**src/hw/rtl/rspa_pkg.sv**
```systemverilog
// Shared types, codes and control store of the slot pair allocator.
package rspa_pkg;

  localparam int unsigned SUM_W = 11;

  localparam logic [1:0] MODE_ALLOC = 2'd0;
  localparam logic [1:0] MODE_CLAIM = 2'd2;
  localparam logic [1:0] MODE_RSVD  = 2'd3;

  localparam logic [1:0] ST_OK       = 2'd0;
  localparam logic [1:0] ST_BAD_ID   = 2'd1;
  localparam logic [1:0] ST_BAD_PICK = 2'd2;

  localparam logic [1:0] REG_FIRST_BASE   = 2'd0;
  localparam logic [1:0] REG_FIRST_COUNT  = 2'd1;
  localparam logic [1:0] REG_SECOND_BASE  = 2'd2;
  localparam logic [1:0] REG_SECOND_COUNT = 2'd3;

  localparam logic [7:0] CNT_MAX = 8'hFF;

  typedef struct packed {
    logic [1:0]  mode;
    logic [15:0] pair_id;
    logic [7:0]  first_pick;
    logic [7:0]  second_pick;
  } in_t;

  typedef struct packed {
    logic [15:0] result_id;
    logic [1:0]  status;
  } out_t;

  typedef logic [4:0] pc_t;

  typedef enum logic [4:0] {
    OP_NOP,
    OP_CLEAR,
    OP_LATCH,
    OP_CHECK,
    OP_SET_F,
    OP_SET_S,
    OP_MOD_ID,
    OP_MOD_BASE,
    OP_SAVE_BM,
    OP_READ_MOD,
    OP_WR_BUMP,
    OP_INIT_F,
    OP_INIT_S,
    OP_TEST,
    OP_FOUND,
    OP_EMIT
  } op_t;

  typedef enum logic [3:0] {
    C_NEVER,
    C_ALWAYS,
    C_CLR_MORE,
    C_NO_START,
    C_ALLOC,
    C_RESV,
    C_BAD,
    C_MOD_BUSY,
    C_NO_SECOND,
    C_MISS,
    C_FZERO,
    C_ALLOC_END
  } cond_t;

  typedef struct packed {
    op_t   op;
    cond_t cond;
    pc_t   tgt;
  } uword_t;

  typedef struct packed {
    logic clr_more;
    logic start;
    logic alloc;
    logic resv;
    logic bad;
    logic mod_busy;
    logic no_second;
    logic miss;
    logic fzero;
    logic alloc_end;
  } flags_t;

  localparam pc_t PC_CLR     = 5'd0;
  localparam pc_t PC_IDLE    = 5'd1;
  localparam pc_t PC_F_WAIT  = 5'd7;
  localparam pc_t PC_S_WAIT  = 5'd12;
  localparam pc_t PC_ALLOC   = 5'd15;
  localparam pc_t PC_SCAN    = 5'd16;
  localparam pc_t PC_BM_WAIT = 5'd17;
  localparam pc_t PC_ID_WAIT = 5'd20;
  localparam pc_t PC_TEST    = 5'd22;
  localparam pc_t PC_DONE    = 5'd25;

  localparam uword_t UCODE [0:31] = '{
    '{OP_CLEAR,    C_CLR_MORE,  PC_CLR},
    '{OP_LATCH,    C_NO_START,  PC_IDLE},
    '{OP_NOP,      C_ALLOC,     PC_ALLOC},
    '{OP_NOP,      C_RESV,      PC_DONE},
    '{OP_CHECK,    C_BAD,       PC_DONE},
    '{OP_SET_F,    C_NEVER,     PC_IDLE},
    '{OP_MOD_ID,   C_NEVER,     PC_IDLE},
    '{OP_NOP,      C_MOD_BUSY,  PC_F_WAIT},
    '{OP_READ_MOD, C_NEVER,     PC_IDLE},
    '{OP_WR_BUMP,  C_NO_SECOND, PC_DONE},
    '{OP_SET_S,    C_NEVER,     PC_IDLE},
    '{OP_MOD_ID,   C_NEVER,     PC_IDLE},
    '{OP_NOP,      C_MOD_BUSY,  PC_S_WAIT},
    '{OP_READ_MOD, C_NEVER,     PC_IDLE},
    '{OP_WR_BUMP,  C_ALWAYS,    PC_DONE},
    '{OP_INIT_F,   C_FZERO,     PC_DONE},
    '{OP_MOD_BASE, C_NEVER,     PC_IDLE},
    '{OP_NOP,      C_MOD_BUSY,  PC_BM_WAIT},
    '{OP_SAVE_BM,  C_NEVER,     PC_IDLE},
    '{OP_MOD_ID,   C_NEVER,     PC_IDLE},
    '{OP_NOP,      C_MOD_BUSY,  PC_ID_WAIT},
    '{OP_READ_MOD, C_NEVER,     PC_IDLE},
    '{OP_TEST,     C_MISS,      PC_TEST},
    '{OP_FOUND,    C_ALLOC_END, PC_DONE},
    '{OP_INIT_S,   C_ALWAYS,    PC_SCAN},
    '{OP_EMIT,     C_ALWAYS,    PC_IDLE},
    '{OP_NOP,      C_ALWAYS,    PC_IDLE},
    '{OP_NOP,      C_ALWAYS,    PC_IDLE},
    '{OP_NOP,      C_ALWAYS,    PC_IDLE},
    '{OP_NOP,      C_ALWAYS,    PC_IDLE},
    '{OP_NOP,      C_ALWAYS,    PC_IDLE},
    '{OP_NOP,      C_ALWAYS,    PC_IDLE}
  };

endpackage

```
**src/hw/rtl/rspa_mod.sv**
```systemverilog
// Reduction of a table offset modulo the table depth by reciprocal multiplication.
module rspa_mod #(
  parameter int unsigned DEPTH = 1024,
  localparam int unsigned AW = $clog2(DEPTH)
) (
  input  logic                       clk,
  input  logic                       rst_n,
  input  logic                       go,
  input  logic [rspa_pkg::SUM_W-1:0] a,
  output logic                       busy,
  output logic [AW-1:0]              res
);

  localparam int unsigned SH = rspa_pkg::SUM_W + AW;
  localparam longint unsigned RECIP = ((64'd1 << SH) + 64'(DEPTH) - 64'd1) / 64'(DEPTH);
  localparam int unsigned MW = $clog2(RECIP + 64'd1);
  localparam int unsigned PW = rspa_pkg::SUM_W + MW;
  localparam logic [MW-1:0] RECIP_C = MW'(RECIP);

  logic [rspa_pkg::SUM_W-1:0] a_r, a_nxt;
  logic [rspa_pkg::SUM_W-1:0] q_r, q_nxt;
  logic [AW-1:0]              res_r, res_nxt;
  logic                       mul_r, mul_nxt;
  logic                       sub_r, sub_nxt;
  logic [PW-1:0]              prod;
  logic [rspa_pkg::SUM_W-1:0] qd;

  always_comb begin
    a_nxt   = a_r;
    q_nxt   = q_r;
    res_nxt = res_r;
    mul_nxt = go;
    sub_nxt = mul_r;
    prod    = PW'(a_r) * PW'(RECIP_C);
    qd      = rspa_pkg::SUM_W'(32'(q_r) * DEPTH);
    if (go) begin
      a_nxt = a;
    end
    if (mul_r) begin
      q_nxt = rspa_pkg::SUM_W'(prod >> SH);
    end
    if (sub_r) begin
      res_nxt = AW'(a_r - qd);
    end
  end

  always_ff @(posedge clk) begin
    if (!rst_n) begin
      mul_r <= 1'b0;
      sub_r <= 1'b0;
    end else begin
      mul_r <= mul_nxt;
      sub_r <= sub_nxt;
    end
    a_r   <= a_nxt;
    q_r   <= q_nxt;
    res_r <= res_nxt;
  end

  assign busy = mul_r || sub_r;
  assign res  = res_r;

endmodule

```
**config.mk**
```make
export PLATFORM = sky130hd
export DESIGN_NAME = rspa_mod
export DESIGN_NICKNAME = d
export VERILOG_FILES = /design/src/hw/rtl/rspa_pkg.sv /design/src/hw/rtl/rspa_mod.sv
export SDC_FILE = /design/constraint.sdc
export NUM_CORES = 1
export LEC_CHECK = 0
export BUFFER_PORTS_ARGS = -buffer_cell sky130_fd_sc_hd__buf_2
export CAP_MARGIN = 5
export CELL_PAD_IN_SITES_DETAIL_PLACEMENT = 1
export CELL_PAD_IN_SITES_GLOBAL_PLACEMENT = 1
export CORE_MARGIN = 2
export CORE_UTILIZATION = 37
export CTS_BUF_LIST = sky130_fd_sc_hd__clkbuf_4 sky130_fd_sc_hd__clkbuf_8 sky130_fd_sc_hd__clkbuf_16
export DETAILED_ROUTE_END_ITERATION = 10
export PLACE_DENSITY_LB_ADDON = 0.25
export SYNTH_ARGS = -nofsm -noshare
export SYNTH_HDL_FRONTEND = slang
export SYNTH_SLANG_ARGS = --single-unit
```
**constraint.sdc**
```tcl
create_clock -name clk -period 1 [get_ports clk]
set_input_delay 0.05 -clock clk [delete_from_list [all_inputs] [get_ports clk]]
set_output_delay 0.05 -clock clk [all_outputs]
set_load 0.01 [all_outputs]
```
* Word level (Yosys, flattened, before mapping)
Index checks and enable logic that the tools add are counted.
** Storage, ports and cells
- Register bits :: 22
- Word-level logic and storage cells :: 6
- Output and inout port bits :: 11
** Cells by class
- $add $sub $neg :: 1
- Reduce and logical (&&, ||, !) cells :: 1
** Operator list (count)
- $sub 10x1->10 const B :: 1
- $logic_or 1x1->1 :: 1

* Logic depth before layout (Yosys ltp)
- Depth after elaboration :: 1
- Mapped depth :: 1

* Worst setup path before layout
No wires, ideal clock.
- Path kind :: register to register
- Start point :: register sub_r
- End point :: register res_r[0], in the netlist res[0], enable pin
- Setup slack :: 0.161 ns
- Arrival time :: 0.495 ns
- Library setup time :: 0.343 ns
- Stages on the path, launching flop included :: 1
- Path buffers :: 0
- Required time :: 0.657 ns
- Period minus slack after synthesis :: 0.839 ns
- Path through :: dfxtp_1
** RTL lines
- start: declaration :: line rspa_mod.sv:24 : logic sub_r, sub_nxt;
- start signal: assignment :: line rspa_mod.sv:53 : sub_r <= sub_nxt;
- end signal: assignment :: line rspa_mod.sv:57 : res_r <= res_nxt;
- end: declaration :: line rspa_mod.sv:22 : logic [AW-1:0] res_r, res_nxt;
No word-level cell between the ends.

* Final worst setup path
- Start point :: register sub_r
- End point :: output busy
** Between the ends
- Cells in the longest elaborated chain, start to end :: 1
** RTL lines
- $logic_or 1x1->1 :: line rspa_mod.sv:60 : assign busy = mul_r || sub_r;
- end: declaration :: line rspa_mod.sv:10 : output logic busy,
No other way between the ends.

==> out/results.txt <==
Critical path's largest stage delay: 0.35 ns
IO buf count: 23
Category of the worst setup path launch point: flop
Count of routing violations after the opening detailed-route iteration: 7
Cell Count Post-Placement: 74
Run status: finished, violations left
CP delay by family, top: flip-flops
Average footprint of a synthesized cell: 26.4 um2
Worst hold path depth: 1
Leftover overflow at the end of global routing: 0
Cts bufs inserted: 3
Final GP Congestion: 0.594
Non-filler instance count after layout: 90
Syn nets: 39
Wire length of the first global-routing pass: 1500 um
Synth area leader: sky130_fd_sc_hd__edfxtp_1
CTS clk-pin slew, worst paths: 0.11 ns
Filler cell count: 160
Post-Synthesis Cells: 25
Via density per instance: 4.08
Yosys warning total: 0
Average detailed-routed wire length per instance: 11.8 um
Endpoint arrival time on the critical path: 0.99 ns
Initial standard-cell utilization of the core: 0.386
Library cell used as clock root buffer: sky130_fd_sc_hd__clkbuf_4
DRC viols: 0
Final total power: 1.56 mW
CP bufs+invs: 1
Worst Setup Slack, final: -0.0420 ns
Clock sink count: 22
Top-level port count: 25
Standard-cell row count: 15
Worst path slowest cell: sky130_fd_sc_hd__dfxtp_4
Leakage power: 0.384 nW
Number of buffers on the longest clock path: 2
Crit share post-route: 1.04
Number of logic stages on the critical path including buffering: 2
Distinct cells, synth: 4
Global-route usage over all layers: 0.106
Crit-path cells: or2_1 -> buf_6
Unrepaired setup endpoints after global routing: yes
Post-layout min period: 1.04 ns
Initial antenna violation count: 0
Count of vias placed by the detailed router: 367
Kind of critical path: reg2out
Cell types occupying the most area after synthesis: sky130_fd_sc_hd__edfxtp_1, sky130_fd_sc_hd__dfxtp_1, sky130_fd_sc_hd__and2_1
CP startpoint: sub_r$_SDFF_PN0_
Fraction of post-synthesis cell area in the top cell type by area: 0.911
Height of the die: 46.2 um
CP Capture Type: output port
Synth Cell Area: 659 um2
Relative slew slack: 0.842
Antenna Cells: 0
Max Clk Rate: 960 MHz
Number of nets in the final layout: 80
Maximum number of pins on one net before global-route repair: 13
Worst slew pin tran: 0.237 ns
Total iterations of the first detailed-routing run: 3
Final Hold Viols: 0
Overall die area: 0.00214 mm2
Total of max-cap violations: 0
Power density over cell area: 1600 mW/mm2
# setup viols final: 1
Standard cell core area: 0.00171 mm2
Number of cells on the worst reg-to-reg path: 2
Most common cell after layout, fill and taps aside: sky130_fd_sc_hd__buf_2
Most frequent cells in the layout: sky130_fd_sc_hd__buf_2, sky130_fd_sc_hd__edfxtp_1, sky130_fd_sc_hd__dlygate4sd3_1
Area grow syn2layout: 48.6%
H-tree level count: 1
Clock Skews: 0.00659 ns
Sequential cell area fraction in the yosys report: 0.972
Fraction of final layout cells sized beyond drive strength 1: 0.446
Max Fanout on Critical Path: 2
Vias in the first global route: 353
Number of flip-flops and latches in the synthesized netlist: 22
Insertion delay of the later-clocked pin in the worst-skew pair: 0.29 ns
Max Slew Vio Count: 0
Failing checks: negative setup slack
Data required time of the critical path: 0.95 ns
Launch instance of the worst register-to-register path: sub_r$_SDFF_PN0_
Worst hold-check path type: in2reg
X dimension of the die: 46.2 um
Antenna-violating nets left: 0
Worst hold path startpoint: go
Worst ir drop on vdd: 1.13 mV
Final routed wirelength across all metal layers: 1060 um
TritonCTS clock tree: done
-- per-layer routing --
metal  part of all wire  GRT usage  up-vias
met5                  0          0        -
met4                  0     0.0343        0
met3              0.063     0.0275        0
met2               0.59      0.186       15
met1               0.35      0.125      174
li1                   -          -      178
-- timing repair --
| action | 4_1_cts | 5_1_grt |
|---|---|---|
| setup buffers | 1 | 0 |
| hold buffers | 11 | 0 |
| pin swaps | 1 | 0 |
| hold endpoints to repair | 12 | 0 |
| gates resized for setup | 2 | 1 |
| setup endpoints to repair | 1 | 1 |
-- synth_stat cells --
library cell               count
sky130_fd_sc_hd__and2_1        2
sky130_fd_sc_hd__dfxtp_1       2
sky130_fd_sc_hd__edfxtp_1     20
sky130_fd_sc_hd__or2_1         1
-- power breakdown --
part           leakage (nW)  internal, mW  switching, mW
logic                 0.162        0.0679         0.0416
clock network        0.0154         0.145          0.238
registers             0.207          1.06         0.0127
-- sequential cells by signal, indices dropped and copies added (netlist names) --
register and cells:
sub_r 1, a_r 10, res 10, mul_r 1
-- cell families after synthesis --
| family | synth area share |
|---|---|
| flip-flops | 0.972 |
| AND/OR/NAND/NOR | 0.0285 |
-- through the flow --
stage | TNS (ns) | hold slack, ns | utilization | setup slack [ns] | area (um2)
floorplan | 0 | 0.149 | - | 0.161 | 659
global placement | 0 | 0.226 | 0.484 | 0.168 | 826
detailed placement | 0 | 0.229 | 0.484 | 0.129 | 826
CTS | -0.0348 | 0.122 | 0.570 | -0.0348 | 973
global route | -0.0895 | 0.124 | 0.574 | -0.0895 | 980
finish | -0.0420 | 0.125 | 0.574 | -0.0420 | 980
-- layout make-up --
cell class                 instances  area, um2  share of cell area
multi-input combinational          3       18.8              0.0192
sequential                        22        644               0.658
clock inverter                     1       3.75             0.00383
clock buffer                       3       22.5              0.0230
timing repair buffer              36        259               0.264
tap                               25       31.3              0.0319
-- final timing paths --
path | to | slack (ns)
max | busy | -0.04
min | a_r[1]$_DFFE_PP_ | 0.13
max reg2reg | res[2]$_DFFE_PP_ | 0.14
min reg2reg | res[5]$_DFFE_PP_ | 0.43
No activity file was read; power rests on OpenSTA's default activity.
