--- config.mk ---
export PLATFORM = sky130hd
export DESIGN_NAME = rspa_seq
export DESIGN_NICKNAME = d
export VERILOG_FILES = /design/src/hw/rtl/rspa_pkg.sv /design/src/hw/rtl/rspa_seq.sv
export SDC_FILE = /design/constraint.sdc
export NUM_CORES = 1
export LEC_CHECK = 0
export BUFFER_PORTS_ARGS = -buffer_cell sky130_fd_sc_hd__buf_2
export CORE_MARGIN = 5
export CORE_UTILIZATION = 35
export CTS_BUF_LIST = sky130_fd_sc_hd__clkbuf_8
export DETAILED_ROUTE_END_ITERATION = 10
export HOLD_SLACK_MARGIN = 0.02
export PLACE_DENSITY = 0.53
export SLEW_MARGIN = 20
export SYNTH_ARGS = -nofsm -noshare
export SYNTH_HDL_FRONTEND = slang
export SYNTH_SLANG_ARGS = --single-unit
--- constraint.sdc ---
create_clock -name clk -period 3 [get_ports clk]
set_input_delay 0.3 -clock clk [delete_from_list [all_inputs] [get_ports clk]]
set_output_delay 0.3 -clock clk [all_outputs]
set_load 0.005 [all_outputs]
--- src/hw/rtl/rspa_pkg.sv ---
// Shared types, codes and control store of the slot pair allocator.
package rspa_pkg;

  localparam int unsigned SUM_W = 11;

  localparam logic [1:0] MODE_ALLOC = 2'd0;
  localparam logic [1:0] MODE_CLAIM = 2'd2;
  localparam logic [1:0] MODE_RSVD  = 2'd3;

  localparam logic [1:0] ST_OK       = 2'd0;
  localparam logic [1:0] ST_BAD_ID   = 2'd1;
  localparam logic [1:0] ST_BAD_PICK = 2'd2;

  localparam logic [1:0] REG_FIRST_BASE   = 2'd0;
  localparam logic [1:0] REG_FIRST_COUNT  = 2'd1;
  localparam logic [1:0] REG_SECOND_BASE  = 2'd2;
  localparam logic [1:0] REG_SECOND_COUNT = 2'd3;

  localparam logic [7:0] CNT_MAX = 8'hFF;

  typedef struct packed {
    logic [1:0]  mode;
    logic [15:0] pair_id;
    logic [7:0]  first_pick;
    logic [7:0]  second_pick;
  } in_t;

  typedef struct packed {
    logic [15:0] result_id;
    logic [1:0]  status;
  } out_t;

  typedef logic [4:0] pc_t;

  typedef enum logic [4:0] {
    OP_NOP,
    OP_CLEAR,
    OP_LATCH,
    OP_CHECK,
    OP_SET_F,
    OP_SET_S,
    OP_MOD_ID,
    OP_MOD_BASE,
    OP_SAVE_BM,
    OP_READ_MOD,
    OP_WR_BUMP,
    OP_INIT_F,
    OP_INIT_S,
    OP_TEST,
    OP_FOUND,
    OP_EMIT
  } op_t;

  typedef enum logic [3:0] {
    C_NEVER,
    C_ALWAYS,
    C_CLR_MORE,
    C_NO_START,
    C_ALLOC,
    C_RESV,
    C_BAD,
    C_MOD_BUSY,
    C_NO_SECOND,
    C_MISS,
    C_FZERO,
    C_ALLOC_END
  } cond_t;

  typedef struct packed {
    op_t   op;
    cond_t cond;
    pc_t   tgt;
  } uword_t;

  typedef struct packed {
    logic clr_more;
    logic start;
    logic alloc;
    logic resv;
    logic bad;
    logic mod_busy;
    logic no_second;
    logic miss;
    logic fzero;
    logic alloc_end;
  } flags_t;

  localparam pc_t PC_CLR     = 5'd0;
  localparam pc_t PC_IDLE    = 5'd1;
  localparam pc_t PC_F_WAIT  = 5'd7;
  localparam pc_t PC_S_WAIT  = 5'd12;
  localparam pc_t PC_ALLOC   = 5'd15;
  localparam pc_t PC_SCAN    = 5'd16;
  localparam pc_t PC_BM_WAIT = 5'd17;
  localparam pc_t PC_ID_WAIT = 5'd20;
  localparam pc_t PC_TEST    = 5'd22;
  localparam pc_t PC_DONE    = 5'd25;

  localparam uword_t UCODE [0:31] = '{
    '{OP_CLEAR,    C_CLR_MORE,  PC_CLR},
    '{OP_LATCH,    C_NO_START,  PC_IDLE},
    '{OP_NOP,      C_ALLOC,     PC_ALLOC},
    '{OP_NOP,      C_RESV,      PC_DONE},
    '{OP_CHECK,    C_BAD,       PC_DONE},
    '{OP_SET_F,    C_NEVER,     PC_IDLE},
    '{OP_MOD_ID,   C_NEVER,     PC_IDLE},
    '{OP_NOP,      C_MOD_BUSY,  PC_F_WAIT},
    '{OP_READ_MOD, C_NEVER,     PC_IDLE},
    '{OP_WR_BUMP,  C_NO_SECOND, PC_DONE},
    '{OP_SET_S,    C_NEVER,     PC_IDLE},
    '{OP_MOD_ID,   C_NEVER,     PC_IDLE},
    '{OP_NOP,      C_MOD_BUSY,  PC_S_WAIT},
    '{OP_READ_MOD, C_NEVER,     PC_IDLE},
    '{OP_WR_BUMP,  C_ALWAYS,    PC_DONE},
    '{OP_INIT_F,   C_FZERO,     PC_DONE},
    '{OP_MOD_BASE, C_NEVER,     PC_IDLE},
    '{OP_NOP,      C_MOD_BUSY,  PC_BM_WAIT},
    '{OP_SAVE_BM,  C_NEVER,     PC_IDLE},
    '{OP_MOD_ID,   C_NEVER,     PC_IDLE},
    '{OP_NOP,      C_MOD_BUSY,  PC_ID_WAIT},
    '{OP_READ_MOD, C_NEVER,     PC_IDLE},
    '{OP_TEST,     C_MISS,      PC_TEST},
    '{OP_FOUND,    C_ALLOC_END, PC_DONE},
    '{OP_INIT_S,   C_ALWAYS,    PC_SCAN},
    '{OP_EMIT,     C_ALWAYS,    PC_IDLE},
    '{OP_NOP,      C_ALWAYS,    PC_IDLE},
    '{OP_NOP,      C_ALWAYS,    PC_IDLE},
    '{OP_NOP,      C_ALWAYS,    PC_IDLE},
    '{OP_NOP,      C_ALWAYS,    PC_IDLE},
    '{OP_NOP,      C_ALWAYS,    PC_IDLE},
    '{OP_NOP,      C_ALWAYS,    PC_IDLE}
  };

endpackage

--- src/hw/rtl/rspa_seq.sv ---
// Microcode sequencer: step counter, control store lookup and conditional jumps.
module rspa_seq (
  input  logic             clk,
  input  logic             rst_n,
  input  rspa_pkg::flags_t flags,
  output rspa_pkg::uword_t cw,
  output logic             idle
);

  rspa_pkg::pc_t pc_r, pc_nxt;
  logic          take;

  always_comb begin
    cw = rspa_pkg::UCODE[pc_r];
  end

  always_comb begin
    case (cw.cond)
      rspa_pkg::C_NEVER:     take = 1'b0;
      rspa_pkg::C_ALWAYS:    take = 1'b1;
      rspa_pkg::C_CLR_MORE:  take = flags.clr_more;
      rspa_pkg::C_NO_START:  take = !flags.start;
      rspa_pkg::C_ALLOC:     take = flags.alloc;
      rspa_pkg::C_RESV:      take = flags.resv;
      rspa_pkg::C_BAD:       take = flags.bad;
      rspa_pkg::C_MOD_BUSY:  take = flags.mod_busy;
      rspa_pkg::C_NO_SECOND: take = flags.no_second;
      rspa_pkg::C_MISS:      take = flags.miss;
      rspa_pkg::C_FZERO:     take = flags.fzero;
      rspa_pkg::C_ALLOC_END: take = flags.alloc_end;
      default:               take = 1'b0;
    endcase
    pc_nxt = take ? cw.tgt : pc_r + 5'd1;
  end

  always_ff @(posedge clk) begin
    if (!rst_n) begin
      pc_r <= rspa_pkg::PC_CLR;
    end else begin
      pc_r <= pc_nxt;
    end
  end

  assign idle = (pc_r == rspa_pkg::PC_IDLE);

endmodule

Word-level counts from Yosys, hierarchy flattened. Memories as Yosys holds them, arrays and structs flattened. Index checks and enable logic that the tools add are counted.

Bits in registers: 5. Memory bits (read-only): 448. Output and inout bits: 15. Logic and storage cells: 22. Memories kept: 1.

Add/sub/neg operators: 1. Order comparisons: 1. Equality and inequality tests: 12. Muxes and demuxes: 4. Bitwise logic cells: 1. Reduce and logical (&&, ||, !) cells: 1.

Memories: (no name shown) (words 32, width 14, read ports 1, clocked after memory_dff 0, wr ports 0, RTL line rspa_seq.sv:14) `cw = rspa_pkg::UCODE[pc_r];`.

Operators with widths (count): $mux 14 (2); $eq 4x3->1 const B (4); $eq 4x4->1 const B (4); $pmux 1 s11 (1); $eq 4x2->1 const B (2); $ge 6x6->1 const B (1); $not 5->6 (1); $add 5x1->5 const B (1); $eq 5x1->1 const B (1); $mux 5 (1); $eq 4x1->1 const B (1); $logic_not 1->1 (1).

Logic depth before layout (Yosys ltp).
Word-level depth: 7. Depth in mapped cells: 11. Depth with buffers taken out: 10.

Worst setup path after synthesis. OpenSTA, ideal clock, no wires.

Kind: register to register. Start point: reg pc_r[1]. End point: reg pc_r[3]. Arrival time: 2178 ps. Slack: 706 ps. Cell stages (with the launch flop): 11. Buffers on the path: 1. Period minus slack after synthesis: 2294 ps. Cell sequence: dfxtp_1 > buf_2 > inv_1 > ha_1 > o21a_1 > o32a_4 > inv_2 > nand2b_1 > a211oi_1 > nor2_2 > o211a_1.

RTL lines: from (decl) (RTL line rspa_seq.sv:10) `rspa_pkg::pc_t pc_r, pc_nxt;`; from (signal assigned) (RTL line rspa_seq.sv:38) `pc_r <= rspa_pkg::PC_CLR;`; from (signal assigned) (RTL line rspa_seq.sv:40) `pc_r <= pc_nxt;`.

Final worst setup path.
Start point: reg pc_r[0]. End point: reg pc_r[2].

Word-level cells in the longest chain between the ends: 7.

RTL lines: $not 5->6 (not written as such) (RTL line rspa_seq.sv:14); $mem_v2 32x14; $mux 14 (not written as such) (2 in series) (RTL line rspa_seq.sv:14); $eq 4x4->1 (tied with other cells) (RTL line rspa_seq.sv:18) `case (cw.cond)`; $pmux 1 s11 (RTL line rspa_seq.sv:18); $mux 5 (*) (RTL line rspa_seq.sv:33) `pc_nxt = take ? cw.tgt : pc_r + 5'd1;`.

Mark *: on every way between the ends. The rest lies on a longest branch, timed or not. The select of a mux whose other input is x is not followed. A chain may end at the register's enable or synchronous reset.

==> metrics.csv <==
metric,value,unit
Tot GR Track Use,14.1,%
Worst Path Required,3.14,ns
CTS Buf Count,3,
Layout Nets,185,
hpwl dp,2.35,mm
chip width,67.5,µm
RePlAce Congestion,0.845,
max reg flops,5,
Post-Syn Area,1160,µm²
fmax,0.392,GHz
Post-CTS Setup Bufs,0,
hold crit path type,input port to flip-flop,
Remaining DRCs,0,
Ys Warns,0,
share of cells above drive strength 1,32.3,%
Netlist cell types,55,
Post-DRT Antenna Nets,0,
Vias/cell,5.35,
core area,3100,µm²
Initial Util,37.3,%
ys async rst share,0,%
1st-pass router iterations,4,
WL final,2.97,mm
vias in the first global route,1075,
GRT Residual Overflow,0,
hold path depth,2,
CP arrival,2.70,ns
RR Startpoint,pc_r[0],
Die ar.,4560,µm²
outcome,"complete, no violations",
Via Count,1112,
Reg with most FFs,pc_r,
# diodes,0,
CP Launch Type,flip-flop,
Critical Path Sink Type,flip-flop,
first-pass GRT wire length,5.04,mm
number of I/O port buffers,25,
reg2reg path depth,8,
CTS Hold Bufs,0,
final period utilization,85.1,%
#FFs+latches synth,5,
CTS H-Tree Depth,1,
cts repair resizes,0,
crit path kind,flip-flop to flip-flop,
fill count,357,
"Hold Vio Cnt, Final",0,
Critical path origin,pc_r[0],
VDD IR max,0.000534,V
largest cells by area after synthesis,"dfxtp_1, ha_1, nand2_1, clkbuf_8, mux2i_1",
IO Count,27,
Longest Clk Path Bufs,2,
Most used DFF post-synth,dfxtp_1,
Synth area leader,dfxtp_1,
min cycle time layout,2.55,ns
Max-slew headroom,43.4,%
antenna violations before repair,0,
CTS Root Cell,clkbuf_8,
Synth Instances,141,
Pwr Total,1340,µW
Lkg Pwr,0.000578,µW
Skew-Pair Late Insertion Delay,0.21,ns
Fin Setup TNS,0,ns
CTS tree,done,
Least-Margin Pin Slew,0.848,ns
Crit Path Max Fanout,9,
fin. max-slew vios,0,
post-synth net total,161,
CTS sink count,5,
Synth top area share,8.64,%
number of core rows,20,
unrepaired setup endpoints after global routing,no,
hold_sp,rst_n,
layout overhead on the synthesized area,13.2,%
Wirelength per Cell,14.3,µm
largest net degree at the start of global routing,26,
pwr dens,1020,nW/µm²
Die Span Y,67.5,µm
hold_ws,0.382,ns
Clock Pin Slew Worst Setup and Hold Paths,0.04,ns
Final setup viols,0,
biggest regs,pc_r (5),
Layout Skew,0.00100,ns
Initial DRC Count,38,
number of synthesized flops with an enable pin,0,
syn_area_per_cell,8.22,µm²
"Seq/Total Area, Yosys",8.64,%
Max Cap Viol,0,
[kinds of logic after synthesis]
family                   synth area share (%)
multiplexers                             10.5
adder cells (fa/ha/maj)                  8.64
buffers and inverters                    11.1
AND/OR/NAND/NOR                          26.9
XOR/XNOR                                 3.78
AO/OA/AOI/OAI                            30.1
flip-flops                               8.64
other                                   0.324
[final timing paths]
check	end	slack (ns)
hold / removal	pc_r[4]	0.38
hold reg to reg	pc_r[4]	0.68
setup / recovery	pc_r[2]	0.45
setup reg to reg	pc_r[2]	0.45
[synthesized netlist by cell type (2+ instances only)]
cell type,n
nor2b_1,3
o211a_1,2
mux2i_1,5
o22ai_1,4
clkbuf_8,4
nand2b_1,3
o21ai_0,10
nand2_1,15
inv_1,4
xor2_1,2
xnor2_1,3
buf_6,3
dfxtp_1,5
ha_1,8
nor3b_1,3
buf_2,2
mux4_2,2
a211oi_1,2
nor2_1,9
o21a_1,4
nand3b_1,2
nand3_1,6
a21oi_1,8
[cell usage in the layout (no fill, tap or decap), types with 2 or more instances in the layout]
master    count
ha_1          8
nand2_1      15
o21a_1        4
a211oi_1      2
nand3b_1      2
nor2_1        9
nand3_1       6
buf_2        25
nand2b_1      3
nor2b_1       3
buf_4         5
o22ai_1       4
o211a_1       2
dfxtp_1       5
nor3b_1       3
a21oi_1       8
xor2_1        2
o21ai_0      10
inv_1         5
xnor2_1       3
mux2i_1       5
mux4_2        2
clkbuf_8      3
[through the flow]
stage | instances | utilization [%] | area [µm²] | worst slack (ns)
final | 208 | 42.3 | 1310 | 0.446
after global routing | 208 | 42.3 | 1310 | 0.222
after CTS | 208 | 42.3 | 1310 | 0.474
after detailed placement | 204 | 40.8 | 1270 | 0.477
after global placement | 204 | 40.8 | 1270 | 0.508
after floorplan | 141 | - | 1160 | 0.706
[metal layers]
layer / up-vias / track usage, % / wire length, µm
met5: - / 0 / 0
met4: 0 / 0.759 / 0
met3: 0 / 1.83 / 115
met2: 17 / 23.7 / 1450
met1: 543 / 19.9 / 1410
li1: 552 / - / -
[worst max-delay path: stages (launching register included)]
cell and delay (ns):
dfxtp_1 0.47, inv_1 0.18, ha_1 0.43, nand3b_1 0.27, and3_1 0.26, a211oi_1 0.30, a211oi_1 0.12, nor2_2 0.24
mux2i_1 0.20
[power breakdown]
group	internal [µW]	total, µW	leakage, µW	switching, µW
clock network	87.5	118	0.0000269	30.3
logic	495	1060	0.000510	564
registers	89.9	158	0.0000412	68.5
[cell type report]
cell class	count	area [µm²]	area share, %
Multi-Input combinational cell	120	930	70.9
Timing Repair Buffer	30	163	12.4
Sequential cell	5	100	7.63
Tap cell	44	55.1	4.20
Clock buffer	3	41.3	3.15
Inverter	5	18.8	1.43
Clock inverter	1	3.75	0.286
Power figures use the tool's default switching activity.
